==> config.mk <==
export PLATFORM = sky130hd
export DESIGN_NAME = averaged_sample_cubic_linearizer
export DESIGN_NICKNAME = d
export VERILOG_FILES = /design/src/rtl/core/ascl_pkg.sv /design/src/rtl/core/ascl_front.sv /design/src/rtl/core/ascl_fifo.sv /design/src/rtl/core/ascl_back.sv /design/src/rtl/core/averaged_sample_cubic_linearizer.sv
export SDC_FILE = /design/constraint.sdc
export NUM_CORES = 2
export LEC_CHECK = 0
export BUFFER_PORTS_ARGS = -buffer_cell sky130_fd_sc_hd__buf_2
export CORE_UTILIZATION = 40
export CTS_BUF_LIST = sky130_fd_sc_hd__clkbuf_4 sky130_fd_sc_hd__clkbuf_8
export CTS_CLUSTER_SIZE = 12
export DETAILED_ROUTE_END_ITERATION = 6
export PLACE_DENSITY = 0.63
export SYNTH_ARGS = -nofsm -noshare
export SYNTH_HDL_FRONTEND = slang
export SYNTH_HIERARCHICAL = 1
export SYNTH_SLANG_ARGS = --single-unit
==> constraint.sdc <==
create_clock -name clock -period 18.8 [get_ports clock]
set_input_delay 1.88 -clock clock [delete_from_list [all_inputs] [get_ports clock]]
set_output_delay 1.88 -clock clock [all_outputs]
set_load 0.02 [all_outputs]
==> src/rtl/core/ascl_pkg.sv <==
`timescale 1ns / 1ps

package ascl_pkg;

   // field widths
   localparam int SAMPLE_W   = 12;
   localparam int MEAN_W     = 12;
   localparam int DIST_W     = 18;
   localparam int COEF_W     = 56;
   localparam int ACC_W      = 64;
   localparam int FRAC_SHIFT = 32;
   localparam int CSR_IDX_W  = 3;

   // group size default
   localparam int SAMPLES_DEF = 16;

   // queue between front and back, power of two
   localparam int FIFO_DEPTH = 2;

   // coefficient reset values, signed Q.40
   localparam logic signed [COEF_W-1:0] COEF_CONST_RST  = 56'sd199011604627456;
   localparam logic signed [COEF_W-1:0] COEF_LINEAR_RST = -56'sd217703302300;
   localparam logic signed [COEF_W-1:0] COEF_SQUARE_RST = 56'sd87740928;
   localparam logic signed [COEF_W-1:0] COEF_CUBE_RST   = -56'sd11985;

   // register indexes
   typedef enum logic [CSR_IDX_W-1:0] {
      CSR_COEF_CONST  = 3'd0,
      CSR_COEF_LINEAR = 3'd1,
      CSR_COEF_SQUARE = 3'd2,
      CSR_COEF_CUBE   = 3'd3
   } csr_index_type;

   // queue status toward front and back
   typedef struct packed {
      logic full;
      logic empty;
   } q_status_type;

   // back end sequencer
   typedef enum logic [2:0] {
      BK_IDLE,
      BK_DIV,
      BK_MUL,
      BK_ADD,
      BK_ROUND
   } back_state_type;

endpackage

==> src/rtl/core/ascl_front.sv <==
`timescale 1ns / 1ps

module ascl_front import ascl_pkg::*; #(
   parameter int SAMPLES = SAMPLES_DEF,
   parameter int SUM_W   = SAMPLE_W + $clog2(SAMPLES_DEF)
) (
   input  logic                clock,
   input  logic                reset,
   input  logic                req_valid,
   output logic                req_ready,
   input  logic [SAMPLE_W-1:0] req_sample,
   input  q_status_type        q_stat,
   output logic                push,
   output logic [SUM_W-1:0]    push_sum
);

   localparam int CNT_W = $clog2(SAMPLES);
   localparam logic [CNT_W-1:0] LAST_CNT = CNT_W'(SAMPLES - 1);

   logic [CNT_W-1:0] count_ff, count_in;
   logic [SUM_W-1:0] sum_ff, sum_in;
   logic             accept;
   logic [SUM_W-1:0] sum_next;

   // take samples while the queue has room
   assign req_ready = !q_stat.full;
   assign accept    = req_valid && req_ready;
   assign sum_next  = sum_ff + SUM_W'(req_sample);

   // last sample of a group hands the sum to the back end
   assign push     = accept && (count_ff == LAST_CNT);
   assign push_sum = sum_next;

   // group accumulation
   always_comb begin
      count_in = count_ff;
      sum_in   = sum_ff;
      if (accept) begin
         if (count_ff == LAST_CNT) begin
            count_in = '0;
            sum_in   = '0;
         end else begin
            count_in = count_ff + 1'b1;
            sum_in   = sum_next;
         end
      end
   end

   always_ff @(posedge clock) begin
      if (reset) begin
         count_ff <= '0;
         sum_ff   <= '0;
      end else begin
         count_ff <= count_in;
         sum_ff   <= sum_in;
      end
   end

endmodule

==> src/rtl/core/ascl_fifo.sv <==
`timescale 1ns / 1ps

module ascl_fifo import ascl_pkg::*; #(
   parameter int DATA_W = SAMPLE_W + $clog2(SAMPLES_DEF)
) (
   input  logic              clock,
   input  logic              reset,
   input  logic              push,
   input  logic [DATA_W-1:0] push_data,
   input  logic              pop,
   output logic [DATA_W-1:0] pop_data,
   output q_status_type      q_stat
);

   localparam int PTR_W = $clog2(FIFO_DEPTH);
   localparam logic [PTR_W:0] FULL_CNT = (PTR_W+1)'(FIFO_DEPTH);

   logic [DATA_W-1:0] mem_ff [FIFO_DEPTH];
   logic [PTR_W-1:0]  wr_ptr_ff, wr_ptr_in;
   logic [PTR_W-1:0]  rd_ptr_ff, rd_ptr_in;
   logic [PTR_W:0]    count_ff, count_in;

   assign q_stat.full  = (count_ff == FULL_CNT);
   assign q_stat.empty = (count_ff == '0);
   assign pop_data     = mem_ff[rd_ptr_ff];

   // pointer and fill count update
   always_comb begin
      wr_ptr_in = push ? PTR_W'(wr_ptr_ff + 1'b1) : wr_ptr_ff;
      rd_ptr_in = pop  ? PTR_W'(rd_ptr_ff + 1'b1) : rd_ptr_ff;
      count_in  = count_ff;
      if (push && !pop) begin
         count_in = count_ff + 1'b1;
      end else if (pop && !push) begin
         count_in = count_ff - 1'b1;
      end
   end

   always_ff @(posedge clock) begin
      if (reset) begin
         wr_ptr_ff <= '0;
         rd_ptr_ff <= '0;
         count_ff  <= '0;
      end else begin
         wr_ptr_ff <= wr_ptr_in;
         rd_ptr_ff <= rd_ptr_in;
         count_ff  <= count_in;
      end
   end

   // storage
   always_ff @(posedge clock) begin
      if (push) begin
         mem_ff[wr_ptr_ff] <= push_data;
      end
   end

`ifndef NO_ASSERTIONS
   a_no_overflow: assert property (@(posedge clock) disable iff (reset)
      push |-> !q_stat.full || pop)
      else $error("queue written while full");

   a_no_underflow: assert property (@(posedge clock) disable iff (reset)
      pop |-> !q_stat.empty)
      else $error("queue read while empty");

   a_count_range: assert property (@(posedge clock) disable iff (reset)
      count_ff <= FULL_CNT)
      else $error("queue fill count out of range");
`endif

endmodule

==> src/rtl/core/ascl_back.sv <==
`timescale 1ns / 1ps

module ascl_back import ascl_pkg::*; #(
   parameter int SAMPLES = SAMPLES_DEF,
   parameter int SUM_W   = SAMPLE_W + $clog2(SAMPLES_DEF)
) (
   input  logic                     clock,
   input  logic                     reset,
   input  logic                     csr_valid,
   output logic                     csr_ready,
   input  logic [CSR_IDX_W-1:0]     csr_index,
   input  logic signed [COEF_W-1:0] csr_wdata,
   input  q_status_type             q_stat,
   input  logic [SUM_W-1:0]         pop_sum,
   output logic                     pop,
   output logic                     rsp_valid,
   input  logic                     rsp_ready,
   output logic [MEAN_W-1:0]        rsp_mean_value,
   output logic signed [DIST_W-1:0] rsp_distance,
   output logic                     rsp_saturated
);

   localparam int PROD_W    = ACC_W + MEAN_W + 1;
   localparam int Q_W       = ACC_W - FRAC_SHIFT + 1;
   localparam int DIV_SHIFT = SUM_W + $clog2(SAMPLES);
   localparam int RECIP_W   = SUM_W + 1;
   localparam int MQ_W      = SUM_W + RECIP_W;
   localparam logic [RECIP_W-1:0] RECIP =
      RECIP_W'(((64'd1 << DIV_SHIFT) + 64'(SAMPLES) - 64'd1) / 64'(SAMPLES));
   localparam logic signed [ACC_W-1:0] ACC_MAX = {1'b0, {(ACC_W-1){1'b1}}};
   localparam logic signed [ACC_W-1:0] ACC_MIN = {1'b1, {(ACC_W-1){1'b0}}};
   localparam logic signed [Q_W-1:0] Q_MAX = Q_W'((2 ** (DIST_W - 1)) - 1);
   localparam logic signed [Q_W-1:0] Q_MIN = -Q_W'(2 ** (DIST_W - 1));
   localparam logic signed [DIST_W-1:0] DIST_MAX = DIST_W'((2 ** (DIST_W - 1)) - 1);
   localparam logic signed [DIST_W-1:0] DIST_MIN = DIST_W'(-(2 ** (DIST_W - 1)));

   // coefficients
   logic signed [COEF_W-1:0] coef_const_ff, coef_linear_ff, coef_square_ff, coef_cube_ff;

   // sequencer and datapath
   back_state_type           state_ff, state_in;
   logic [SUM_W-1:0]         sum_ff, sum_in;
   logic [MEAN_W-1:0]        quot_ff, quot_in;
   csr_index_type            term_ff, term_in;
   logic signed [ACC_W-1:0]  acc_ff, acc_in;
   logic signed [PROD_W-1:0] prod_ff, prod_in;

   // output register
   logic                     rsp_valid_ff, rsp_valid_in;
   logic [MEAN_W-1:0]        mean_ff;
   logic signed [DIST_W-1:0] dist_ff;
   logic                     sat_ff;

   logic                     out_load;
   logic [MQ_W-1:0]          mq;
   logic signed [ACC_W-1:0]  prod_sat;
   logic signed [ACC_W-1:0]  coef_sel;
   logic signed [ACC_W:0]    add_wide;
   logic signed [ACC_W-1:0]  add_sat;
   logic signed [Q_W-1:0]    q_wide;
   logic signed [DIST_W-1:0] dist_clip;
   logic                     sat_clip;

   assign csr_ready      = 1'b1;
   assign rsp_valid      = rsp_valid_ff;
   assign rsp_mean_value = mean_ff;
   assign rsp_distance   = dist_ff;
   assign rsp_saturated  = sat_ff;

   // divide by the group size through a reciprocal multiply
   assign mq = MQ_W'(sum_ff) * MQ_W'(RECIP);

   // coefficient writes
   always_ff @(posedge clock) begin
      if (reset) begin
         coef_const_ff  <= COEF_CONST_RST;
         coef_linear_ff <= COEF_LINEAR_RST;
         coef_square_ff <= COEF_SQUARE_RST;
         coef_cube_ff   <= COEF_CUBE_RST;
      end else if (csr_valid) begin
         case (csr_index)
            CSR_COEF_CONST:  coef_const_ff  <= csr_wdata;
            CSR_COEF_LINEAR: coef_linear_ff <= csr_wdata;
            CSR_COEF_SQUARE: coef_square_ff <= csr_wdata;
            CSR_COEF_CUBE:   coef_cube_ff   <= csr_wdata;
            default: ;
         endcase
      end
   end

   // clamp the registered product to the accumulator range
   always_comb begin
      if ((&prod_ff[PROD_W-1:ACC_W-1]) || !(|prod_ff[PROD_W-1:ACC_W-1])) begin
         prod_sat = prod_ff[ACC_W-1:0];
      end else begin
         prod_sat = prod_ff[PROD_W-1] ? ACC_MIN : ACC_MAX;
      end
   end

   // coefficient for the current horner term
   always_comb begin
      case (term_ff)
         CSR_COEF_SQUARE: coef_sel = ACC_W'(coef_square_ff);
         CSR_COEF_LINEAR: coef_sel = ACC_W'(coef_linear_ff);
         default:         coef_sel = ACC_W'(coef_const_ff);
      endcase
   end

   // saturating add
   always_comb begin
      add_wide = {prod_sat[ACC_W-1], prod_sat} + {coef_sel[ACC_W-1], coef_sel};
      if (add_wide[ACC_W] != add_wide[ACC_W-1]) begin
         add_sat = add_wide[ACC_W] ? ACC_MIN : ACC_MAX;
      end else begin
         add_sat = add_wide[ACC_W-1:0];
      end
   end

   // round to nearest, ties up, then clip to the distance range
   always_comb begin
      q_wide = {acc_ff[ACC_W-1], acc_ff[ACC_W-1:FRAC_SHIFT]}
             + {{(Q_W-1){1'b0}}, acc_ff[FRAC_SHIFT-1]};
      if (q_wide > Q_MAX) begin
         dist_clip = DIST_MAX;
         sat_clip  = 1'b1;
      end else if (q_wide < Q_MIN) begin
         dist_clip = DIST_MIN;
         sat_clip  = 1'b1;
      end else begin
         dist_clip = q_wide[DIST_W-1:0];
         sat_clip  = 1'b0;
      end
   end

   // sequencer: divide, three multiply/add rounds, round
   always_comb begin
      state_in = state_ff;
      sum_in   = sum_ff;
      quot_in  = quot_ff;
      term_in  = term_ff;
      acc_in   = acc_ff;
      prod_in  = prod_ff;
      pop      = 1'b0;
      out_load = 1'b0;
      case (state_ff)
         BK_IDLE: begin
            if (!q_stat.empty) begin
               pop      = 1'b1;
               sum_in   = pop_sum;
               state_in = BK_DIV;
            end
         end
         BK_DIV: begin
            quot_in  = MEAN_W'(mq >> DIV_SHIFT);
            acc_in   = ACC_W'(coef_cube_ff);
            term_in  = CSR_COEF_SQUARE;
            state_in = BK_MUL;
         end
         BK_MUL: begin
            prod_in  = PROD_W'(acc_ff) * PROD_W'($signed({1'b0, quot_ff}));
            state_in = BK_ADD;
         end
         BK_ADD: begin
            acc_in = add_sat;
            if (term_ff == CSR_COEF_CONST) begin
               state_in = BK_ROUND;
            end else begin
               term_in  = csr_index_type'(term_ff - 1'b1);
               state_in = BK_MUL;
            end
         end
         BK_ROUND: begin
            if (!rsp_valid_ff || rsp_ready) begin
               out_load = 1'b1;
               state_in = BK_IDLE;
            end
         end
         default: begin
            state_in = BK_IDLE;
         end
      endcase
   end

   // result valid flag
   always_comb begin
      rsp_valid_in = rsp_valid_ff;
      if (out_load) begin
         rsp_valid_in = 1'b1;
      end else if (rsp_ready) begin
         rsp_valid_in = 1'b0;
      end
   end

   always_ff @(posedge clock) begin
      if (reset) begin
         state_ff     <= BK_IDLE;
         rsp_valid_ff <= 1'b0;
      end else begin
         state_ff     <= state_in;
         rsp_valid_ff <= rsp_valid_in;
      end
   end

   // datapath registers
   always_ff @(posedge clock) begin
      sum_ff  <= sum_in;
      quot_ff <= quot_in;
      term_ff <= term_in;
      acc_ff  <= acc_in;
      prod_ff <= prod_in;
      if (out_load) begin
         mean_ff <= quot_ff;
         dist_ff <= dist_clip;
         sat_ff  <= sat_clip;
      end
   end

`ifndef NO_ASSERTIONS
   a_sat_at_limit: assert property (@(posedge clock) disable iff (reset)
      (rsp_valid_ff && sat_ff) |-> (dist_ff == DIST_MAX || dist_ff == DIST_MIN))
      else $error("saturated flag without a clipped distance");

   a_round_waits: assert property (@(posedge clock) disable iff (reset)
      (state_ff == BK_ROUND && rsp_valid_ff && !rsp_ready) |=> (state_ff == BK_ROUND))
      else $error("result left the sequencer while output stalled");

   a_term_range: assert property (@(posedge clock) disable iff (reset)
      (state_ff == BK_MUL || state_ff == BK_ADD) |->
         (term_ff == CSR_COEF_SQUARE || term_ff == CSR_COEF_LINEAR ||
          term_ff == CSR_COEF_CONST))
      else $error("horner term out of range");
`endif

endmodule

==> src/rtl/core/averaged_sample_cubic_linearizer.sv <==
`timescale 1ns / 1ps

// Averaged-sample cubic linearizer.
// req_ channel: one 12-bit converter sample per transaction. Samples are
//   summed in groups of SAMPLES; the last sample of a group produces one
//   rsp_ transaction, the others produce none.
// rsp_ channel: truncated group mean, calibrated distance a+b*m+c*m^2+d*m^3
//   (signed Q10.8, rounded and clipped) and a saturated flag.
// csr_ channel: always ready; index 0..3 writes coefficient a, b, c, d
//   (signed Q.40), other indexes are ignored. Write only while idle.
// Front end takes one sample per cycle into a group accumulator and passes
//   finished sums through a 2-entry queue to the back end.
// Back end: pops a sum, divides by SAMPLES with a reciprocal multiply,
//   runs 3 rounds of multiply then saturating add, then rounds and clips
//   the result into the output register.
// Throughput: one sample per cycle while the queue has room; the back-end
//   sequencer finishes one group before it pops the next.
// Reset clears the group count and sum, the queue and the output valid flag,
//   and loads the default coefficients.
// When rsp_ready is low the result holds in the output register, the back
//   end waits in its round step, and the queue then fills and drops req_ready.

module averaged_sample_cubic_linearizer import ascl_pkg::*; #(
   parameter int SAMPLES = SAMPLES_DEF
) (
   input  logic                     clock,
   input  logic                     reset,
   input  logic                     req_valid,
   output logic                     req_ready,
   input  logic [SAMPLE_W-1:0]      req_sample,
   output logic                     rsp_valid,
   input  logic                     rsp_ready,
   output logic [MEAN_W-1:0]        rsp_mean_value,
   output logic signed [DIST_W-1:0] rsp_distance,
   output logic                     rsp_saturated,
   input  logic                     csr_valid,
   output logic                     csr_ready,
   input  logic [CSR_IDX_W-1:0]     csr_index,
   input  logic signed [COEF_W-1:0] csr_wdata
);

   localparam int SUM_W = SAMPLE_W + $clog2(SAMPLES);

   q_status_type     q_stat;
   logic             push;
   logic [SUM_W-1:0] push_sum;
   logic             pop;
   logic [SUM_W-1:0] pop_sum;

   // group accumulation
   ascl_front #(
      .SAMPLES (SAMPLES),
      .SUM_W   (SUM_W)
   ) u_front (
      .clock      (clock),
      .reset      (reset),
      .req_valid  (req_valid),
      .req_ready  (req_ready),
      .req_sample (req_sample),
      .q_stat     (q_stat),
      .push       (push),
      .push_sum   (push_sum)
   );

   // group sums waiting for the back end
   ascl_fifo #(
      .DATA_W (SUM_W)
   ) u_fifo (
      .clock     (clock),
      .reset     (reset),
      .push      (push),
      .push_data (push_sum),
      .pop       (pop),
      .pop_data  (pop_sum),
      .q_stat    (q_stat)
   );

   // mean and polynomial evaluation
   ascl_back #(
      .SAMPLES (SAMPLES),
      .SUM_W   (SUM_W)
   ) u_back (
      .clock          (clock),
      .reset          (reset),
      .csr_valid      (csr_valid),
      .csr_ready      (csr_ready),
      .csr_index      (csr_index),
      .csr_wdata      (csr_wdata),
      .q_stat         (q_stat),
      .pop_sum        (pop_sum),
      .pop            (pop),
      .rsp_valid      (rsp_valid),
      .rsp_ready      (rsp_ready),
      .rsp_mean_value (rsp_mean_value),
      .rsp_distance   (rsp_distance),
      .rsp_saturated  (rsp_saturated)
   );

endmodule

* Word level (Yosys, flattened, before mapping)
Memory sizes are Yosys's and may differ from the RTL's. A register that Yosys moved wholly into a read port is not among the register bits. Cells that the tools add are included.
Word-level totals: memories kept 1, bits of input ports 76, memory bits (writable) 32, logic and storage cells 100, bits in registers 439, output and inout port bits 34
Cells by class: reduce and logical (&&, ||, !) cells 27, order comparisons 2, bitwise logic cells 1, multiply operators 1, add/sub/neg operators 9, equal/unequal tests 15, multiplexer cells 26
Memories:
- u_fifo.mem_ff | depth 2, width 16, rd ports 1, clocked after memory_dff 1, write ports 1, line ascl_fifo.sv:18 | logic [DATA_W-1:0] mem_ff [FIFO_DEPTH];
Operators with widths (number):
- $mux W64 | 4
- $pmux W64 S2 | 2
- $mul A64 B13 Y77 | 1
- $add A64 B64 Y65 | 1
- $add A32 B2 Y33 | 1
- $gt A33 B18 Y1 const B | 1
- $lt A33 B18 Y1 const B | 1
- $mux W18 | 1
- $add A16 B12 Y16 | 1
- $mux W16 | 1
- $eq A3 B2 Y1 const B | 5
- $pmux W3 S5 | 1
- $reduce_and A14 Y1 | 1
- $reduce_and A2 Y1 | 7
- $reduce_or A14 Y1 | 1
- $mux W3 | 4
- $eq A3 B1 Y1 const B | 3
- $logic_not A3 Y1 | 3
- $mux W1 | 9
- $pmux W3 S2 | 1
- $reduce_bool A2 Y1 | 3
- $logic_not A1 Y1 | 5
- $add A4 B1 Y4 const B | 1
- $eq A4 B4 Y1 const B | 1
- 15 further kinds | 22

* Longest topological paths before layout
word-level depth 8, depth in mapped cells 25, gate-level depth less buffers 22

* Modules after synthesis
The synthesis kept the hierarchy.
Modules (own cells, without submodules):
- ascl_back | cells an instance 5592, instances 1, area an instance 47102.7 µm²
- ascl_front | cells an instance 166, instances 1, area an instance 1408.9 µm²
- ascl_fifo | cells an instance 72, instances 1, area an instance 1361.3 µm²

* Worst setup path after synthesis
No wires, ideal clock.
path type register -> register, from register u_back.state_ff[1], to register u_back.prod_ff[0] (enable), library setup time 0.607 ns, stages on the path, launching flop included 3, slack 12.526 ns, arrival time 5.667 ns, buffers on the path 0, data required time 18.193 ns, cell sequence dfxtp_1 -> inv_1 -> nor3_1
Between the ends: cells in the longest elaborated chain, start to end 1
Ends and longest elaborated chain:
- from (decl) | line ascl_back.sv:41 | back_state_type state_ff, state_in;
- from (signal assigned) | line ascl_back.sv:199 | state_ff <= state_in;
- $eq A3 B2 Y1 | line ascl_back.sv:145 | case (state_ff)
- to (signal assigned) | line ascl_back.sv:210 | prod_ff <= prod_in;
- to (decl) | line ascl_back.sv:46 | logic signed [PROD_W-1:0] prod_ff, prod_in;
Every way passes these cells. A chain may end at the register's enable or synchronous reset.

* Final worst setup path
from register u_back.quot_ff[7], to register u_back.prod_ff[70] (data pin)
Between the ends: cells in the longest elaborated chain, start to end 1
Ends and longest elaborated chain:
- from (decl) | line ascl_back.sv:43 | logic [MEAN_W-1:0] quot_ff, quot_in;
- from (signal assigned) | line ascl_back.sv:207 | quot_ff <= quot_in;
- $mul A64 B13 Y77 | line ascl_back.sv:160 | prod_in = PROD_W'(acc_ff) * PROD_W'($signed({1'b0, quot_ff}));
Every way passes these cells.

==> impl_metrics.env <==
export IMPL_status="finished clean"
export IMPL_ys_warn_count=6
export IMPL_fmax_mhz=129
export IMPL_drv_cap=0
export IMPL_cts_hold_buf=0
export IMPL_cp_required_ns=19.29
export IMPL_crit_arrival_ns=8.23
export IMPL_tritoncts="built"
export IMPL_worst_pin_slew_ns=1.15
export IMPL_clock_sinks=476
export IMPL_final_setup_tns_ns=0
export IMPL_dp_hpwl_mm=101
export IMPL_rsz0062_at_grt="no"
export IMPL_area_growth_pct=6.92
export IMPL_hold_worst_slack_ns=0.401
export IMPL_cts_buffers=79
export IMPL_cp_max_fo=65
export IMPL_max_stage_delay_ns=0.74
export IMPL_clkTransAtPathRegs_ns=0.09
export IMPL_slew_headroom_pct=23.3
export IMPL_ios=110
export IMPL_crit_chain="buf_4, nand2_1, fa_1, inv_1, fa_1, fa_1, fa_1, inv_1, fa_1, inv_1, ha_1, and4_1, nand4_1, nand4b_1, a211oi_1, or3_1, a21oi_1, o21ai_0, a21bo_2, a41oi_1, xnor2_1"
export IMPL_avgSynthCellArea_um2=8.52
export IMPL_insertion_delay_ns=0.77
export IMPL_dp_cells=7258
export IMPL_hold_violations=0
export IMPL_period_minus_slack_ns=7.73
export IMPL_drt_initial_drc_count=3343
export IMPL_initial_core_util_pct=40.5
export IMPL_setup_viol=0
export IMPL_wl_per_cell_um=19.0
export IMPL_synth_cells=5818
export IMPL_track_usage_pct=22.7
export IMPL_htreeDepth=3
export IMPL_cts_setup_buffers=0
export IMPL_die_area_mm2=0.125
export IMPL_die_y_um=354
export IMPL_slew_violations=0
export IMPL_path_common_cell="fa_1"
export IMPL_core_area_mm2=0.122
export IMPL_finalClockSkew_ns=0.0646
export IMPL_cts_resized=0
export IMPL_ant_nets=0
export IMPL_fin_util_pct=43.3
export IMPL_vias_per_cell=5.32
export IMPL_instances_no_fill=7399
export IMPL_syn_cell_area_mm2=0.0496
export IMPL_period_share_pct=41.1
export IMPL_startpoint_type="flip-flop"
export IMPL_numPortBuffers=108
export IMPL_die_x_um=354
export IMPL_syn_nets=6801
export IMPL_overflow=0
export IMPL_criticalPathCategory="flip-flop to flip-flop"
export IMPL_fin_nets=6697
export IMPL_vias=39300
export IMPL_grt_max_degree=128
export IMPL_cp_slowest_cell="buf_4"
export IMPL_drive_above_1_share_pct=5.99
export IMPL_grt_pass1_wl_mm=225
export IMPL_min_path_type="flip-flop to flip-flop"
export IMPL_drc=0
export IMPL_grt_pass1_vias=39600
export IMPL_antenna_found_initial=3
export IMPL_crit_path_end_kind="flip-flop"
export IMPL_first_pass_iters=6
export IMPL_routed_wl_mm=140
export IMPL_num_rows=128
export IMPL_gp_congestion=0.928
export IMPL_clk_path_buf_depth=3
export IMPL_cts_root_buffer_cell="clkbuf_8"
layer usage:
metal / global-route usage (%) / share of wire [%]
met5: 0 / 0
met4: 4.53 / 1.6
met3: 4.07 / 8.1
met2: 34.1 / 44
met1: 34.0 / 47
path summary, 6_finish.rpt:
check               startpoint                 end  slack [ns]  cells after the start
max          u_back/quot_ff[7]  u_back/prod_ff[70]       11.07                     21
max reg2reg  u_back/quot_ff[7]  u_back/prod_ff[70]       11.07                     21
min          u_back/sum_ff[10]   u_back/quot_ff[6]        0.40                      0
min reg2reg  u_back/sum_ff[10]   u_back/quot_ff[6]        0.40                      0
worst max-delay path, delay by kind of cell (launching register included):
| family | cells | cell delay, ns |
|---|---|---|
| XOR/XNOR | 1 | 0.15 |
| flip-flops | 1 | 0.32 |
| buffers and inverters | 4 | 0.90 |
| AND/OR/NAND/NOR | 5 | 1.44 |
| AO/OA/AOI/OAI | 5 | 1.62 |
| adder cells (fa/ha/maj) | 6 | 2.98 |
area by class of cell:
cell class | count | area, um^2
Inverter | 939 | 3520
Antenna cell | 1 | 2.50
Sequential cell | 476 | 11800
Clock inverter | 28 | 314
Clock buffer | 112 | 1390
Timing Repair Buffer | 155 | 900
Tap cell | 1625 | 2030
Multi-Input combinational cell | 4063 | 33100
Fill cell | 12100 | 69300
stage by stage:
stage,cell area (um^2),setup WS (ns)
detailed placement,51300,11.24
CTS,53000,11.17
finish,53000,11.07
global route,53000,10.81
global placement,51300,11.29
floorplan,49600,12.53
state kept, by name (all words and copies together) (netlist names), 16 cells and up, named ones only:
register	flops
u_back/acc_ff	64
u_back/coef_const_ff	56
u_back/coef_cube_ff	56
u_back/coef_linear_ff	56
u_back/coef_square_ff	56
u_back/prod_ff	77
u_back/rsp_distance	18
u_fifo/mem_ff	24
u_front/sum_ff	16
cell usage in the layout, fill, tap and decap left out, types with 12 or more instances in the layout:
master and n:
and3_1 19, nand2b_1 18, nand4_1 48, o21ai_0 189, dfxtp_1 253, a21oi_1 382
o21bai_1 31, edfxtp_1 223, or3_1 13, clkbuf_4 24, buf_4 47, nand3_1 49
a211oi_1 17, a31oi_1 16, o211ai_1 15, nor2b_1 16, buf_2 107, and2_1 332
o21a_1 12, nor3_1 25, a22oi_1 64, nand3b_1 111, xnor2_1 103, inv_1 938
mux2_2 13, xor2_1 65, nor2_1 171, clkbuf_8 88, a21o_1 57, nand2_1 1223
ha_1 247, fa_1 660
Power is left out: the tool's default activity adds up to more than one toggle a clock period on the data nets, which glitch-free logic cannot reach.
